<file path="config.mk">
export PLATFORM = sky130hd
export DESIGN_NAME = ssbg_scale
export DESIGN_NICKNAME = d
export VERILOG_FILES = /design/src/design/ssbg_pkg.sv /design/src/design/ssbg_scale.sv
export SDC_FILE = /design/constraint.sdc
export NUM_CORES = 2
export LEC_CHECK = 0
export BUFFER_PORTS_ARGS = -buffer_cell sky130_fd_sc_hd__buf_2
export CAP_MARGIN = 20
export CORE_ASPECT_RATIO = 0.6
export CORE_UTILIZATION = 43
export DETAILED_ROUTE_END_ITERATION = 6
export SYNTH_ARGS = -nofsm -noshare
export SYNTH_HDL_FRONTEND = slang
export SYNTH_SLANG_ARGS = --single-unit
</file>
<file path="constraint.sdc">
create_clock -name clk_i -period 4.2 [get_ports clk_i]
set_input_delay 0.21 -clock clk_i [delete_from_list [all_inputs] [get_ports clk_i]]
set_output_delay 0.21 -clock clk_i [all_outputs]
set_load 0.03 [all_outputs]
</file>
<file path="src/design/ssbg_pkg.sv">
package ssbg_pkg;

  // Field widths of the beats.
  localparam int SAMPLE_BITS = 24;
  localparam int IDX_W       = 9;
  localparam int RED_W       = 10;

  // Default profile depth.
  localparam int NUM_BINS_DEF = 512;

  // Magnitude square root.
  localparam int SQ_W      = 2 * SAMPLE_BITS;
  localparam int ROOT_W    = SAMPLE_BITS;
  localparam int REM_W     = SAMPLE_BITS + 2;
  localparam int SQ_STAGES = 6;
  localparam int SQ_ITERS  = ROOT_W / SQ_STAGES;

  // Gain arithmetic, unsigned Q1.16.
  localparam int GAIN_W     = 17;
  localparam int QUOT_W     = 16;
  localparam int OVER_SUB   = 3;
  localparam int RED_FULL   = 1000;
  localparam int RED3_W     = RED_W + 2;
  localparam int NUM_W      = RED3_W + SAMPLE_BITS;
  localparam int DEN_W      = SAMPLE_BITS + 10;
  localparam int DIV_STAGES = 4;
  localparam int DIV_ITERS  = QUOT_W / DIV_STAGES;
  localparam logic [GAIN_W-1:0] GAIN_ONE   = 17'd65536;
  localparam logic [GAIN_W-1:0] GAIN_FLOOR = 17'd1311;

  // Scaling product and rounding.
  localparam int PROD_W = SAMPLE_BITS + GAIN_W + 1;

  // Configuration registers.
  localparam int CFG_IDX_W  = 2;
  localparam int CFG_DATA_W = RED_W;
  localparam logic [CFG_IDX_W-1:0] REG_REDUCTION = 2'd0;
  localparam logic [CFG_IDX_W-1:0] REG_DIFF_MODE = 2'd1;
  localparam logic [RED_W-1:0]     RED_RESET     = 10'd500;

  typedef struct packed {
    logic                          action;
    logic [IDX_W-1:0]              bin_index;
    logic signed [SAMPLE_BITS-1:0] bin_real;
    logic signed [SAMPLE_BITS-1:0] bin_imag;
  } in_beat_t;

  typedef struct packed {
    logic [IDX_W-1:0]              out_index;
    logic signed [SAMPLE_BITS-1:0] out_real;
    logic signed [SAMPLE_BITS-1:0] out_imag;
  } out_beat_t;

  typedef struct packed {
    logic [RED_W-1:0] reduction;
    logic             diff_mode;
  } cfg_t;

  typedef struct packed {
    in_beat_t          bin;
    logic [ROOT_W-1:0] mag;
  } mag_beat_t;

  typedef struct packed {
    logic [IDX_W-1:0]              bin_index;
    logic signed [SAMPLE_BITS-1:0] bin_real;
    logic signed [SAMPLE_BITS-1:0] bin_imag;
    logic                          pass;
    logic                          mag_zero;
    logic                          clamp;
    logic [QUOT_W-1:0]             quot;
  } gain_beat_t;

  typedef struct packed {
    logic [REM_W-1:0]  rem;
    logic [ROOT_W-1:0] root;
  } sq_t;

  typedef struct packed {
    logic [DEN_W-1:0] rem;
    logic             qbit;
  } div_t;

  // One step of the restoring square root: brings in two radicand bits.
  function automatic sq_t sq_step(input logic [REM_W-1:0] rem, input logic [ROOT_W-1:0] root,
                                  input logic [1:0] pair);
    logic [REM_W+1:0] r2;
    logic [REM_W+1:0] trial;
    sq_t              res;
    r2    = {rem, pair};
    trial = (REM_W + 2)'({root, 2'b01});
    if (r2 >= trial) begin
      res.rem  = REM_W'(r2 - trial);
      res.root = {root[ROOT_W-2:0], 1'b1};
    end else begin
      res.rem  = REM_W'(r2);
      res.root = {root[ROOT_W-2:0], 1'b0};
    end
    return res;
  endfunction

  // One step of the restoring divider; the remainder stays below the divisor.
  function automatic div_t div_step(input logic [DEN_W-1:0] rem, input logic [DEN_W-1:0] den);
    logic [DEN_W:0] r2;
    div_t           res;
    r2 = {rem, 1'b0};
    if (r2 >= {1'b0, den}) begin
      res.rem  = DEN_W'(r2 - {1'b0, den});
      res.qbit = 1'b1;
    end else begin
      res.rem  = DEN_W'(r2);
      res.qbit = 1'b0;
    end
    return res;
  endfunction

endpackage

</file>
<file path="src/design/ssbg_scale.sv">
module ssbg_scale import ssbg_pkg::*; (
  input  logic       clk_i,
  input  logic       rst_ni,
  input  cfg_t       cfg_i,
  input  logic       in_valid_i,
  output logic       in_ready_o,
  input  gain_beat_t in_data_i,
  output logic       out_valid_o,
  input  logic       out_ready_i,
  output out_beat_t  out_data_o
);

  logic                     s1_v_q, s2_v_q, s1_rdy, s2_rdy;
  logic [IDX_W-1:0]         s1_idx_q;
  logic signed [PROD_W-1:0] s1_pr_q, s1_pi_q, pr_d, pi_d;
  out_beat_t                s2_q;
  logic [GAIN_W-1:0]        gain, fac;

  assign s2_rdy     = !s2_v_q || out_ready_i;
  assign s1_rdy     = !s1_v_q || s2_rdy;
  assign in_ready_o = s1_rdy;

  // Gain from the quotient, floored, and the factor actually applied.
  always_comb begin
    gain = GAIN_ONE;
    if (!in_data_i.mag_zero) begin
      if (in_data_i.clamp || (in_data_i.quot >= QUOT_W'(GAIN_ONE - GAIN_FLOOR))) begin
        gain = GAIN_FLOOR;
      end else begin
        gain = GAIN_ONE - {1'b0, in_data_i.quot};
      end
    end
    if (in_data_i.pass) begin
      fac = GAIN_ONE;
    end else if (cfg_i.diff_mode) begin
      fac = GAIN_ONE - gain;
    end else begin
      fac = gain;
    end
  end

  assign pr_d = in_data_i.bin_real * $signed({1'b0, fac});
  assign pi_d = in_data_i.bin_imag * $signed({1'b0, fac});

  always_ff @(posedge clk_i or negedge rst_ni) begin
    if (!rst_ni) begin
      s1_v_q <= 1'b0;
      s2_v_q <= 1'b0;
    end else begin
      if (s1_rdy) begin
        s1_v_q <= in_valid_i;
      end
      if (s2_rdy) begin
        s2_v_q <= s1_v_q;
      end
    end
  end

  // Products, then rounding to the nearest with ties upwards.
  always_ff @(posedge clk_i) begin
    if (s1_rdy) begin
      s1_idx_q <= in_data_i.bin_index;
      s1_pr_q  <= pr_d;
      s1_pi_q  <= pi_d;
    end
    if (s2_rdy) begin
      s2_q.out_index <= s1_idx_q;
      s2_q.out_real  <= SAMPLE_BITS'((s1_pr_q + PROD_W'(32768)) >>> 16);
      s2_q.out_imag  <= SAMPLE_BITS'((s1_pi_q + PROD_W'(32768)) >>> 16);
    end
  end

  assign out_valid_o = s2_v_q;
  assign out_data_o  = s2_q;

endmodule

</file>
Word level (Yosys, flattened, before mapping)

Index checks and enable logic that the tools add are counted.
W data, S select, Z words.

Register bits after elaboration: 148

Add/subtract/negate cells: 4
$mul: 2
$lt $le $gt $ge: 1
Multiplexer cells: 4
Reductions and logical operators: 5

Operators with widths:

| cell                     | count |
|---|---|
| $add A40 B17 Y40 const B | 2 |
| $mul A24 B18 Y40         | 2 |
| $mux W17                 | 4 |
| $sub A17 B16 Y17 const A | 1 |
| $sub A17 B17 Y17 const A | 1 |
| $ge A16 B16 Y1 const B   | 1 |
| $logic_or A1 B1 Y1       | 3 |
| $logic_not A1 Y1         | 2 |

Logic depth before layout (Yosys ltp)

Depth after elaboration: 8
Gate-level depth with buffers: 40
Mapped depth without buffers: 37

Least setup slack after synthesis

Ideal clock, no wire load.

Path type: input to register
Start: input port in_data_i[0] (netlist name)
End: register s1_pr_q[39] (data pin)
Setup time: 0.268 ns
Arrival time: 8.806 ns
Data required time: 3.932 ns
Setup slack: -4.874 ns
Cell stages on the path: 38
Cell sequence: inv_1 ha_1 or4b_1 buf_2 o21bai_1 a21o_1 a21o_1 ha_1 nand2_1 o41ai_1 o31a_1 nand3_1 a21boi_0 a21oi_1 nor2_1 buf_2 buf_2 nand2_1 [2 not listed] fa_1 fa_1 fa_1 fa_1 inv_1 fa_1 inv_1 ha_1 a21oi_1 o21ai_0 a21o_1 a221o_1 a31oi_1 a31oi_1 a41oi_1 o21ai_0 a41oi_1 xnor3_1

Cells in the longest elaborated chain, start to end: 8
Elaborated cells on any way between the ends: 9
Those cells by class: add/sub: 2; mul: 1; order compare: 1; mux: 4; reduce/logical: 1

RTL lines:

| item                 | RTL line         | source |
|---|---|---|
| from (decl)          | ssbg_scale.sv:7  | `input gain_beat_t in_data_i,` |
| $ge A16 B16 Y1       | ssbg_scale.sv:27 | `if (in_data_i.clamp \|\| (in_data_i.quot >= QUOT_W'(GAIN_ONE - GAIN_FLOOR))) begin` |
| $logic_or A1 B1 Y1   | ssbg_scale.sv:27 |  |
| $mux W17 *           | ssbg_scale.sv:27 |  |
| $mux W17 *           | ssbg_scale.sv:26 | `if (!in_data_i.mag_zero) begin` |
| $sub A17 B17 Y17     | ssbg_scale.sv:36 | `fac = GAIN_ONE - gain;` |
| $mux W17 *           | ssbg_scale.sv:35 | `end else if (cfg_i.diff_mode) begin` |
| $mux W17 *           | ssbg_scale.sv:33 | `if (in_data_i.pass) begin` |
| $mul A24 B18 Y40 *   | ssbg_scale.sv:42 | `assign pr_d = in_data_i.bin_real * $signed({1'b0, fac});` |
| named net pr_d[39]   | ssbg_scale.sv:15 | `logic signed [PROD_W-1:0] s1_pr_q, s1_pi_q, pr_d, pi_d;` |
| to (signal assigned) | ssbg_scale.sv:63 | `s1_pr_q <= pr_d;` |
| to (decl)            | ssbg_scale.sv:15 |  |

The timed path passes the listed nets; every way through them passes the cells marked *.
A chain may end at the register's enable or synchronous reset.

Final worst setup path

Ends and elaborated chain as after synthesis.

==> results.toml <==
[critical_path]
cp.arrival_ns = 8.18
crit_fanout = 5
path_class = "input port to flop"
max_stage_delay_ns = 0.56
crit_path_end_kind = "flop"
critPathSlowestCell = "fa_1"
cp_data_required_time_ns = 4.40
path_common_cell = "fa_1"
startpoint_type = "input port"

[synth]
synth_seq_cells = 118
synth_cell_type_count = 66
synthFlopType = "edfxtp_1"
synth_edf_count = 116
postSynthCellCount = 3478
ys_async_sr_fraction_pct = 1.69
yosysTopAreaCell = "fa_1"
ys_warn_count = 0
synthesis.area_sq_um = 32800
ys_seq_area_share_pct = 10.8
syn_area_per_cell_sq_um = 9.43
yosysTopAreaCellShare_pct = 47.2
synth_fp_nets = 4536
synth.area.top_cells = "fa_1 47%, edfxtp_1 11%, inv_1 10%"

[power]
p_per_area_nw_per_um2 = 841
cellLeakagePower_nw = 20.1
p_total_mw = 34.0
vdd_ir_drop_max_uv = 1410

[layout]
syn2layout_area_growth_pct = 23.1
nNetsFinal = 5080
final_cell_mix = "851 x inv_1, 746 x fa_1, 531 x nand2_1"
fin_cells = 5038
layout.cells.most_common = "inv_1"
drive_above_1_share_pct = 22.4
final_area_sq_um = 40400

[placement]
port_buffers = 139
dp_worst_setup_slack_ns = -4.66
dp_cells = 4913
dpl.hpwl_um = 71600
dpl_cell_area_sq_um = 38100
place.gp.congestion = 0.885

[floorplan]
fp-row-count = 78
die-area_sq_um = 77400
start_util_pct = 43.4
core_sq_um = 75500
die-height_um = 216
die_x_um = 359
ios = 150

[timing]
layout_min_cycle_time_ns = 7.98
relSlewSlack_pct = 40.7
max_freq_mhz = 125
rsz0062_at_grt = "true"
skew_ns = 0.0115
fin_ws_ns = -3.78
setup_viol_count_final = 50
final.period_utilization_pct = 190
hold_viol_final = 0
tightest_slew_ns = 0.890
slew_violations = 0

[run]
drv_cap = 0

[routing]
ant_nets = 0
drt_iter0_drc = 1547
vias_per_cell = 4.76
drt_pass1_iterations = 5
vias = 24000
wire_per_inst_um = 16.4
drc = 0
routed_wl_um = 82700

[clock_tree]
cts_tree = "built"
h-tree-depth = 4
numCtsBuffers = 17
clkTransAtPathRegs_ns = 0.06
ctsLongestPathBuffers = 2
cts.sinks = 118
clk_latency_ns = 0.46
root_buffer = "clkbuf_16"

[global_route]
antenna_found_initial = 3
grt_max_degree = 59
grt-ovfl-total = 0
grt_pass1_vias = 25800
grt_usage_pct = 23.0
grt_pass1_wl_um = 140000

[hold_path]
hp-class = "input port to async pin"

[run_status]
outcome = "finished with violations"
failed_checks = "negative setup slack"
## power breakdown
part | switching, mW | total, mW | leakage (nW) | internal (mW)
Clock | 0.602 | 1.46 | 0.269 | 0.860
Sequential | 0.276 | 3.16 | 1.19 | 2.89
Combinational | 14.5 | 29.3 | 18.6 | 14.9
Total | 15.3 | 34.0 | 20.1 | 18.6
## metrics by stage
stage	hold slack, ns	setup TNS (ns)	utilization [%]
2_1_floorplan	-0.0856	-172.05	-
3_3_place_gp	-0.00246	-197.37	50.5
3_5_place_dp	0.0000884	-202.42	50.5
4_1_cts	0.0266	-170.69	52.7
5_1_grt	0.0384	-187.62	53.5
6_report	0.0509	-172.24	53.5
## flip-flops by register name, summed over array words and instances (netlist names)
| register | count |
|---|---|
| s1_idx_q | 9 |
| out_valid_o | 1 |
| s1_pi_q | 25 |
| s1_pr_q | 25 |
| out_data_o | 57 |
| s1_v_q | 1 |
## kinds of logic after synthesis
logic type	synth area share, %
compound gates	2.96
xor+xnor	3.70
fa+ha+maj	54.6
buf+inv	11.7
flops	10.8
mux	0.0305
simple gates	16.2
## synthesized netlist by cell type (4+ instances only)
| library cell | n |
|---|---|
| nand2b_1 | 15 |
| ha_1 | 193 |
| fa_1 | 774 |
| nand2_1 | 541 |
| o21a_1 | 12 |
| buf_2 | 16 |
| o21bai_1 | 6 |
| a31oi_1 | 9 |
| or2_2 | 4 |
| xor2_1 | 44 |
| a21o_1 | 12 |
| or3_1 | 4 |
| inv_1 | 872 |
| nor4_1 | 6 |
| and2_1 | 338 |
| or4_1 | 5 |
| edfxtp_1 | 116 |
| o211ai_1 | 4 |
| nand3_1 | 26 |
| and3_1 | 26 |
| nor2b_1 | 10 |
| nand4_1 | 6 |
| and4_1 | 7 |
| xnor2_1 | 92 |
| a21oi_1 | 41 |
| nor2_1 | 71 |
| o22ai_1 | 4 |
| o21ai_0 | 27 |
| nor3_1 | 16 |
| clkbuf_1 | 126 |
## per-layer routing
| layer | part of all wire (%) | global-route usage (%) | vias to the layer above |
|---|---|---|---|
| met4 | 0.77 | 2.58 | 0 |
| met3 | 6.1 | 4.06 | 51 |
| met5 | 0 | 0 | - |
| met2 | 40 | 31.8 | 561 |
| li1 | - | - | 11200 |
| met1 | 53 | 38.0 | 12100 |
## worst max-delay path: cells and delay by family
| family | cells | cell delay (ns) |
|---|---|---|
| AOI/OAI and AO/OA | 14 | 2.58 |
| buffers and inverters | 7 | 0.57 |
| xor gates and xnor gates | 2 | 0.34 |
| and+or+nand+nor | 5 | 0.93 |
| adders and majority gates | 9 | 3.55 |
## worst paths after layout
| check | start | to | slack (ns) | cells past startpoint |
|---|---|---|---|---|
| worst max-delay path | in_data_i[0] | s1_pr_q[39]$_DFFE_PP_ | -3.78 | 37 |
| worst min-delay path | rst_ni | out_valid_o$_DFFE_PN0P_ | 0.05 | 2 |
| worst max register to register | s1_pi_q[17]$_DFFE_PP_ | out_data_o[18]$_DFFE_PP_ | 2.14 | 7 |
| worst min register to register | s1_idx_q[6]$_DFFE_PP_ | out_data_o[54]$_DFFE_PP_ | 0.42 | 0 |
| max in group asynchronous | rst_ni | s1_v_q$_DFFE_PN0P_ | 4.05 | 2 |
| min in group clk_i | s1_idx_q[6]$_DFFE_PP_ | out_data_o[54]$_DFFE_PP_ | 0.42 | 0 |
## final cells by class
class                           count  area [sq um]
Sequential cell                   118          3530
Clock buffer                       22           474
Antenna cell                        3          7.51
Timing Repair Buffer              671          5150
Fill cell                        6877         35100
Multi-Input combinational cell   2342         26600
Inverter                          872          3290
Tap cell                         1000          1250
Clock inverter                     10          96.3
## timing repair
item / 4_1_cts / 5_1_grt
buffers inserted: 62 / 18
gates resized for setup: 106 / 109
cloned: 3 / 1
hold buffers: 11 / 0
endpoints found under the setup margin: 50 / 50
hold endpoints to repair: 12 / 0
pin swaps: 52 / 89
(Power assumes the default switching activity.)
