$ cat src/design/ssbg_pkg.sv
package ssbg_pkg;

  // Field widths of the beats.
  localparam int SAMPLE_BITS = 24;
  localparam int IDX_W       = 9;
  localparam int RED_W       = 10;

  // Default profile depth.
  localparam int NUM_BINS_DEF = 512;

  // Magnitude square root.
  localparam int SQ_W      = 2 * SAMPLE_BITS;
  localparam int ROOT_W    = SAMPLE_BITS;
  localparam int REM_W     = SAMPLE_BITS + 2;
  localparam int SQ_STAGES = 6;
  localparam int SQ_ITERS  = ROOT_W / SQ_STAGES;

  // Gain arithmetic, unsigned Q1.16.
  localparam int GAIN_W     = 17;
  localparam int QUOT_W     = 16;
  localparam int OVER_SUB   = 3;
  localparam int RED_FULL   = 1000;
  localparam int RED3_W     = RED_W + 2;
  localparam int NUM_W      = RED3_W + SAMPLE_BITS;
  localparam int DEN_W      = SAMPLE_BITS + 10;
  localparam int DIV_STAGES = 4;
  localparam int DIV_ITERS  = QUOT_W / DIV_STAGES;
  localparam logic [GAIN_W-1:0] GAIN_ONE   = 17'd65536;
  localparam logic [GAIN_W-1:0] GAIN_FLOOR = 17'd1311;

  // Scaling product and rounding.
  localparam int PROD_W = SAMPLE_BITS + GAIN_W + 1;

  // Configuration registers.
  localparam int CFG_IDX_W  = 2;
  localparam int CFG_DATA_W = RED_W;
  localparam logic [CFG_IDX_W-1:0] REG_REDUCTION = 2'd0;
  localparam logic [CFG_IDX_W-1:0] REG_DIFF_MODE = 2'd1;
  localparam logic [RED_W-1:0]     RED_RESET     = 10'd500;

  typedef struct packed {
    logic                          action;
    logic [IDX_W-1:0]              bin_index;
    logic signed [SAMPLE_BITS-1:0] bin_real;
    logic signed [SAMPLE_BITS-1:0] bin_imag;
  } in_beat_t;

  typedef struct packed {
    logic [IDX_W-1:0]              out_index;
    logic signed [SAMPLE_BITS-1:0] out_real;
    logic signed [SAMPLE_BITS-1:0] out_imag;
  } out_beat_t;

  typedef struct packed {
    logic [RED_W-1:0] reduction;
    logic             diff_mode;
  } cfg_t;

  typedef struct packed {
    in_beat_t          bin;
    logic [ROOT_W-1:0] mag;
  } mag_beat_t;

  typedef struct packed {
    logic [IDX_W-1:0]              bin_index;
    logic signed [SAMPLE_BITS-1:0] bin_real;
    logic signed [SAMPLE_BITS-1:0] bin_imag;
    logic                          pass;
    logic                          mag_zero;
    logic                          clamp;
    logic [QUOT_W-1:0]             quot;
  } gain_beat_t;

  typedef struct packed {
    logic [REM_W-1:0]  rem;
    logic [ROOT_W-1:0] root;
  } sq_t;

  typedef struct packed {
    logic [DEN_W-1:0] rem;
    logic             qbit;
  } div_t;

  // One step of the restoring square root: brings in two radicand bits.
  function automatic sq_t sq_step(input logic [REM_W-1:0] rem, input logic [ROOT_W-1:0] root,
                                  input logic [1:0] pair);
    logic [REM_W+1:0] r2;
    logic [REM_W+1:0] trial;
    sq_t              res;
    r2    = {rem, pair};
    trial = (REM_W + 2)'({root, 2'b01});
    if (r2 >= trial) begin
      res.rem  = REM_W'(r2 - trial);
      res.root = {root[ROOT_W-2:0], 1'b1};
    end else begin
      res.rem  = REM_W'(r2);
      res.root = {root[ROOT_W-2:0], 1'b0};
    end
    return res;
  endfunction

  // One step of the restoring divider; the remainder stays below the divisor.
  function automatic div_t div_step(input logic [DEN_W-1:0] rem, input logic [DEN_W-1:0] den);
    logic [DEN_W:0] r2;
    div_t           res;
    r2 = {rem, 1'b0};
    if (r2 >= {1'b0, den}) begin
      res.rem  = DEN_W'(r2 - {1'b0, den});
      res.qbit = 1'b1;
    end else begin
      res.rem  = DEN_W'(r2);
      res.qbit = 1'b0;
    end
    return res;
  endfunction

endpackage

$ cat src/design/ssbg_mag.sv
module ssbg_mag import ssbg_pkg::*; (
  input  logic      clk_i,
  input  logic      rst_ni,
  input  logic      in_valid_i,
  output logic      in_ready_o,
  input  in_beat_t  in_data_i,
  output logic      out_valid_o,
  input  logic      out_ready_i,
  output mag_beat_t out_data_o
);

  localparam int NS = SQ_STAGES;

  logic                  a_v_q, b_v_q;
  in_beat_t              a_bin_q, b_bin_q;
  logic [SQ_W-2:0]       a_sqr_q, a_sqi_q;
  logic [SQ_W-1:0]       b_rad_q;
  logic signed [SQ_W-1:0] sqr_full, sqi_full;
  logic                  a_rdy, b_rdy;

  logic                  c_v_q    [NS];
  in_beat_t              c_bin_q  [NS];
  logic [SQ_W-1:0]       c_rad_q  [NS];
  logic [REM_W-1:0]      c_rem_q  [NS];
  logic [ROOT_W-1:0]     c_root_q [NS];
  logic [SQ_W-1:0]       c_rad_d  [NS];
  logic [REM_W-1:0]      c_rem_d  [NS];
  logic [ROOT_W-1:0]     c_root_d [NS];
  logic                  c_rdy    [NS];

  // Squares of both parts; they are never negative.
  assign sqr_full = in_data_i.bin_real * in_data_i.bin_real;
  assign sqi_full = in_data_i.bin_imag * in_data_i.bin_imag;

  // Ready runs back from the output through every stage.
  always_comb begin
    for (int k = NS - 1; k >= 0; k--) begin
      if (k == NS - 1) begin
        c_rdy[k] = !c_v_q[k] || out_ready_i;
      end else begin
        c_rdy[k] = !c_v_q[k] || c_rdy[k+1];
      end
    end
  end

  assign b_rdy      = !b_v_q || c_rdy[0];
  assign a_rdy      = !a_v_q || b_rdy;
  assign in_ready_o = a_rdy;

  // Square root stages, four radicand bit pairs each.
  always_comb begin
    sq_t              st;
    logic [SQ_W-1:0]  rad;
    logic [REM_W-1:0] rem;
    logic [ROOT_W-1:0] root;
    for (int k = 0; k < NS; k++) begin
      if (k == 0) begin
        rad  = b_rad_q;
        rem  = '0;
        root = '0;
      end else begin
        rad  = c_rad_q[k-1];
        rem  = c_rem_q[k-1];
        root = c_root_q[k-1];
      end
      for (int i = 0; i < SQ_ITERS; i++) begin
        st   = sq_step(rem, root, rad[SQ_W-1 -: 2]);
        rem  = st.rem;
        root = st.root;
        rad  = {rad[SQ_W-3:0], 2'b00};
      end
      c_rad_d[k]  = rad;
      c_rem_d[k]  = rem;
      c_root_d[k] = root;
    end
  end

  // Valid bits.
  always_ff @(posedge clk_i or negedge rst_ni) begin
    if (!rst_ni) begin
      a_v_q <= 1'b0;
      b_v_q <= 1'b0;
      for (int k = 0; k < NS; k++) begin
        c_v_q[k] <= 1'b0;
      end
    end else begin
      if (a_rdy) begin
        a_v_q <= in_valid_i;
      end
      if (b_rdy) begin
        b_v_q <= a_v_q;
      end
      for (int k = 0; k < NS; k++) begin
        if (c_rdy[k]) begin
          c_v_q[k] <= (k == 0) ? b_v_q : c_v_q[k-1];
        end
      end
    end
  end

  // Stage payload.
  always_ff @(posedge clk_i) begin
    if (a_rdy) begin
      a_bin_q <= in_data_i;
      a_sqr_q <= sqr_full[SQ_W-2:0];
      a_sqi_q <= sqi_full[SQ_W-2:0];
    end
    if (b_rdy) begin
      b_bin_q <= a_bin_q;
      b_rad_q <= {1'b0, a_sqr_q} + {1'b0, a_sqi_q};
    end
    for (int k = 0; k < NS; k++) begin
      if (c_rdy[k]) begin
        c_bin_q[k]  <= (k == 0) ? b_bin_q : c_bin_q[k-1];
        c_rad_q[k]  <= c_rad_d[k];
        c_rem_q[k]  <= c_rem_d[k];
        c_root_q[k] <= c_root_d[k];
      end
    end
  end

  assign out_valid_o    = c_v_q[NS-1];
  assign out_data_o.bin = c_bin_q[NS-1];
  assign out_data_o.mag = c_root_q[NS-1];

endmodule

$ cat config.mk
export PLATFORM = sky130hd
export DESIGN_NAME = ssbg_mag
export DESIGN_NICKNAME = d
export VERILOG_FILES = /design/src/design/ssbg_pkg.sv /design/src/design/ssbg_mag.sv
export SDC_FILE = /design/constraint.sdc
export NUM_CORES = 2
export LEC_CHECK = 0
export BUFFER_PORTS_ARGS = -buffer_cell sky130_fd_sc_hd__clkbuf_2
export CAP_MARGIN = 20
export CORE_ASPECT_RATIO = 0.5
export CORE_MARGIN = 5
export CORE_UTILIZATION = 48
export DETAILED_ROUTE_END_ITERATION = 8
export HOLD_SLACK_MARGIN = 0.1
export SYNTH_ARGS = -nofsm -noshare
export SYNTH_HDL_FRONTEND = slang
export SYNTH_SLANG_ARGS = --single-unit
$ cat constraint.sdc
create_clock -name clk_i -period 39.9 [get_ports clk_i]
set_input_delay 1.995 -clock clk_i [delete_from_list [all_inputs] [get_ports clk_i]]
set_output_delay 1.995 -clock clk_i [all_outputs]
set_load 0.01 [all_outputs]
Word-level counts from Yosys, hierarchy flattened. Memory sizes are Yosys's and may differ from the RTL's. Index checks and enable logic that the tools add are counted.

Register bits: 266. Bits in latches: 0. RAM bits: 888. Memory bits (read-only): 0. Logic and storage cells: 126. Memories: 4.

Add/sub/neg operators: 25. Multiply operators: 2. Divide/modulo/power cells: 0. Order comparisons: 24. Equality and inequality tests: 0. Shift operators: 0. Mux-type cells: 36. Bitwise operators: 0. Reduce and logical (&&, ||, !) cells: 16.

Memories: c_bin_q (depth 6, bits a word 58, read ports 6, clocked after Yosys merged registers in 0, wr ports 6, line ssbg_mag.sv:22) `in_beat_t c_bin_q [NS];`; c_rad_q (depth 6, bits a word 40, read ports 5, clocked after Yosys merged registers in 0, wr ports 6, line ssbg_mag.sv:23) `logic [SQ_W-1:0] c_rad_q [NS];`; c_rem_q (depth 6, bits a word 26, read ports 5, clocked after Yosys merged registers in 0, wr ports 6, line ssbg_mag.sv:24) `logic [REM_W-1:0] c_rem_q [NS];`; c_root_q (depth 6, bits a word 24, read ports 6, clocked after Yosys merged registers in 0, wr ports 6, line ssbg_mag.sv:25) `logic [ROOT_W-1:0] c_root_q [NS];`.

Operators with widths (number): $mux W50 (24); $ge A28 B26 Y1 (23); $sub A26 B26 Y26 (23); $mul A24 B24 Y47 (2); $add A47 B47 Y48 (1); $mux W1 (12); $logic_not A1 Y1 (8); $logic_or A1 B1 Y1 (8); $sub A2 B1 Y3 const B (1); $ge A2 B1 Y1 const B (1).

Longest topological paths before layout.
Word-level depth: 9. Gate-level depth with buffers: 59.

Worst setup path before layout. OpenSTA, ideal clock, no wires.

Kind: input port to output port. Start point: input out_ready_i. End point: output in_ready_o. Arrival time: 13049 ps. Data required time: 37905 ps. Slack: 24856 ps. Stages: 6. Path buffers: 0. Cell sequence: nor2b_1 > nand3_1 > nor2_1 > nand3_1 > inv_1 > nand3_1.

RTL lines: start: declaration (line ssbg_mag.sv:8) `input logic out_ready_i,`; end: declaration (line ssbg_mag.sv:5) `output logic in_ready_o,`.

==> flow_metrics.tcl <==
set metrics [dict create \
    outcome "finished clean" \
    post-route-period-util_pct 33.1 \
    final_common_cell "inv_1" \
    final.min_clock_period_ns 13.19 \
    setup_viol 0 \
    pre_cts_slack_ns 26.84 \
    rr_worst_depth 50 \
    yosysWarnings 0 \
    rows 113 \
    routabilityCongestion 0.928 \
    worst_slew_pin_slew_ns 1.12 \
    insertion_delay_ns 0.74 \
    clock-sinks 944 \
    postCtsHoldBufs 0 \
    core_area_um2 190000 \
    h-tree-depth 3 \
    cts_buffers 88 \
    dr.first_iter.drc_count 4300 \
    grt-ovfl-total 0 \
    cp.required_ns 40.35 \
    critPathLaunchType "flip-flop" \
    crit_arrival_ns 13.64 \
    wl_um 219000 \
    antenna_found_initial 12 \
    grt_pass1_vias 63700 \
    whs_path_depth 0 \
    ctsResizeCount 0 \
    avgSynthCellArea_um2 10.4 \
    worst-path-max-fanout 36 \
    worstHoldPathType "reg -> reg" \
    place_hpwl_um 173000 \
    avgRoutedWirePerCell_um 19.2 \
    layout_common_cells "1,418 x inv_1, 1,098 x fa_1, 936 x edfxtp_1, 672 x nand2_1, 650 x ha_1" \
    cts_tree "done" \
    fp.dieH_um 319 \
    drc 0 \
    yosysSeqAreaShare_pct 30.9 \
    die_area_um2 200000 \
    area_growth_pct 6.98 \
    track_usage_pct 22.3 \
    grt_pass1_wl_um 354000 \
    critical_path.top_delay_family "simple AND/OR/NAND/NOR gates" \
    fmax_ghz 0.0758 \
    relSlewSlack_pct 25.2 \
    final.setup.tns_ns 0 \
    maxCapViolations 0 \
    route.vias.total 62200 \
    critPathMostFrequentCell "nor2_1" \
    portBuffers 145 \
    cp.depth 50 \
    critical_path.max_stage_delay_ns 0.58 \
    finalMaxSlewViolations 0 \
    root_buffer "clkbuf_16" \
    synth_edf_count 936 \
    critPathBufInv 5 \
    critical_path_class "reg -> reg" \
    synthFlopType "edfxtp_1" \
    start_util_pct 48.2 \
    die_x_um 627 \
    clk_path_buf_depth 3 \
    grt_max_degree 147 \
    clk_pin_slew_ns 0.07 \
    fin_nets 10600 \
    cts_setup_buffers 0 \
    io-pin-count 146 \
    syn_area_um2 91500 \
    netlist_instances 8769 \
    async_flop_share_pct 0.847 \
    drive_gt1_share_pct 5.49 \
    ant_nets 0 \
    hold_viol 0 \
    routed_via_density 5.44 \
    clock_skew_ns 0.0458 \
    yosysUniqueCellTypes 123 \
    synth-seq-cells 944 \
    rsz0062_at_grt "no" \
    drt_pass1_iterations 5 \
    worst_slack_ns 26.71 \
    crit_slowest_cell "nand3_2" \
    end_kind "flip-flop" \
]
-- layout make-up --
class | count | area, µm²
clock inverter | 55 | 713
inverter | 1431 | 5380
multi-input combinational | 6180 | 57000
sequential | 944 | 28300
clock buffer | 103 | 2280
timing repair buffer | 183 | 1020
fill | 17200 | 91700
tap | 2530 | 3170
antenna | 2 | 5.00
-- routing by layer --
layer | wire length (µm) | part of all wire, % | global-route usage (%) | vias up
met1 | 99400 | 45 | 31.6 | 31000
met3 | 11300 | 5.1 | 2.93 | 241
met2 | 104000 | 48 | 37.0 | 1326
li1 | - | - | - | 29600
met5 | 20 | 0.0091 | 0 | -
met4 | 4320 | 2.0 | 4.32 | 2
-- cell usage after synthesis (15+ instances only) --
master / number / area (µm²)
mux2i_1: 28 / 280
mux2_2: 43 / 484
nor2_1: 538 / 2020
inv_1: 1420 / 5330
or2_2: 38 / 238
xor2_1: 175 / 1530
nor2b_1: 76 / 475
nor4_1: 40 / 250
a31oi_1: 44 / 275
nand3b_1: 19 / 143
nand4_1: 79 / 494
a21o_1: 153 / 1150
clkbuf_1: 177 / 664
o31ai_1: 33 / 248
xnor2_1: 372 / 3260
ha_1: 650 / 8130
nor3_1: 119 / 596
nor3b_1: 26 / 195
o21ai_1: 15 / 75.1
o21bai_1: 49 / 368
o21ai_0: 287 / 1440
edfxtp_1: 936 / 28100
a211oi_1: 44 / 330
a21boi_0: 22 / 165
fa_1: 1098 / 22000
o21a_1: 73 / 548
and3_1: 50 / 313
nand2_1: 675 / 2530
and4_1: 19 / 166
nand3_1: 125 / 626
buf_2: 19 / 95.1
o211ai_1: 42 / 315
or3_1: 44 / 275
nand2b_1: 98 / 613
and2_1: 320 / 2000
a21oi_1: 460 / 2300
-- sequential cells by signal, summed over array words and instances (netlist names) --
signal       count
a_sqi_q         45
c_bin_q        348
a_v_q            1
b_bin_q         58
c_rem_q        130
c_rad_q        120
out_valid_o      1
a_sqr_q         45
b_v_q            1
b_rad_q         48
c_root_q        84
c_v_q            5
a_bin_q         58
-- logic make-up after synthesis --
logic type      count (synthesis)  share of synthesized area [%]
flops                         944                           30.9
mux                            73                          0.860
xor+xnor                      548                           5.26
compound gates               1447                           10.2
other cells                     1                        0.00410
fa+ha+maj                    1748                           32.9
buf+inv                      1647                           6.83
simple gates                 2361                           13.0
-- stage by stage --
step	cell area, µm²	hold WS (ns)	util, %	std cells
floorplan	91500	0.400	-	8771
global placement	94900	0.400	50.0	11300
detailed placement	94900	0.405	50.0	11300
CTS	97900	0.398	51.6	11400
global route	97900	0.412	51.6	11400
finish	97900	0.399	51.6	11400
-- path summary, 6_finish.rpt --
path	from	endpoint	slack, ns
max reg2reg	c_root_q[1][3]	c_rem_q[2][5]	26.71
max	c_root_q[1][3]	c_rem_q[2][5]	26.71
min reg2reg	c_rad_q[1][22]	c_rad_q[2][30]	0.40
min	c_rad_q[1][22]	c_rad_q[2][30]	0.40
max in group asynchronous	rst_ni	c_v_q[1]	38.58
min in group asynchronous	rst_ni	b_v_q	1.13
-- worst register-to-register path: cells and delay by family, from the launching register on --
| family | cells | cell delay [ns] |
|---|---|---|
| compound gates | 16 | 3.53 |
| mux | 1 | 0.40 |
| xor+xnor | 1 | 0.21 |
| flops | 1 | 0.49 |
| buf+inv | 5 | 1.91 |
| fa+ha+maj | 4 | 1.34 |
| simple gates | 23 | 5.06 |
Power is not shown: default switching activity piles up to over one toggle a cycle in this logic, so the estimate is an artifact.
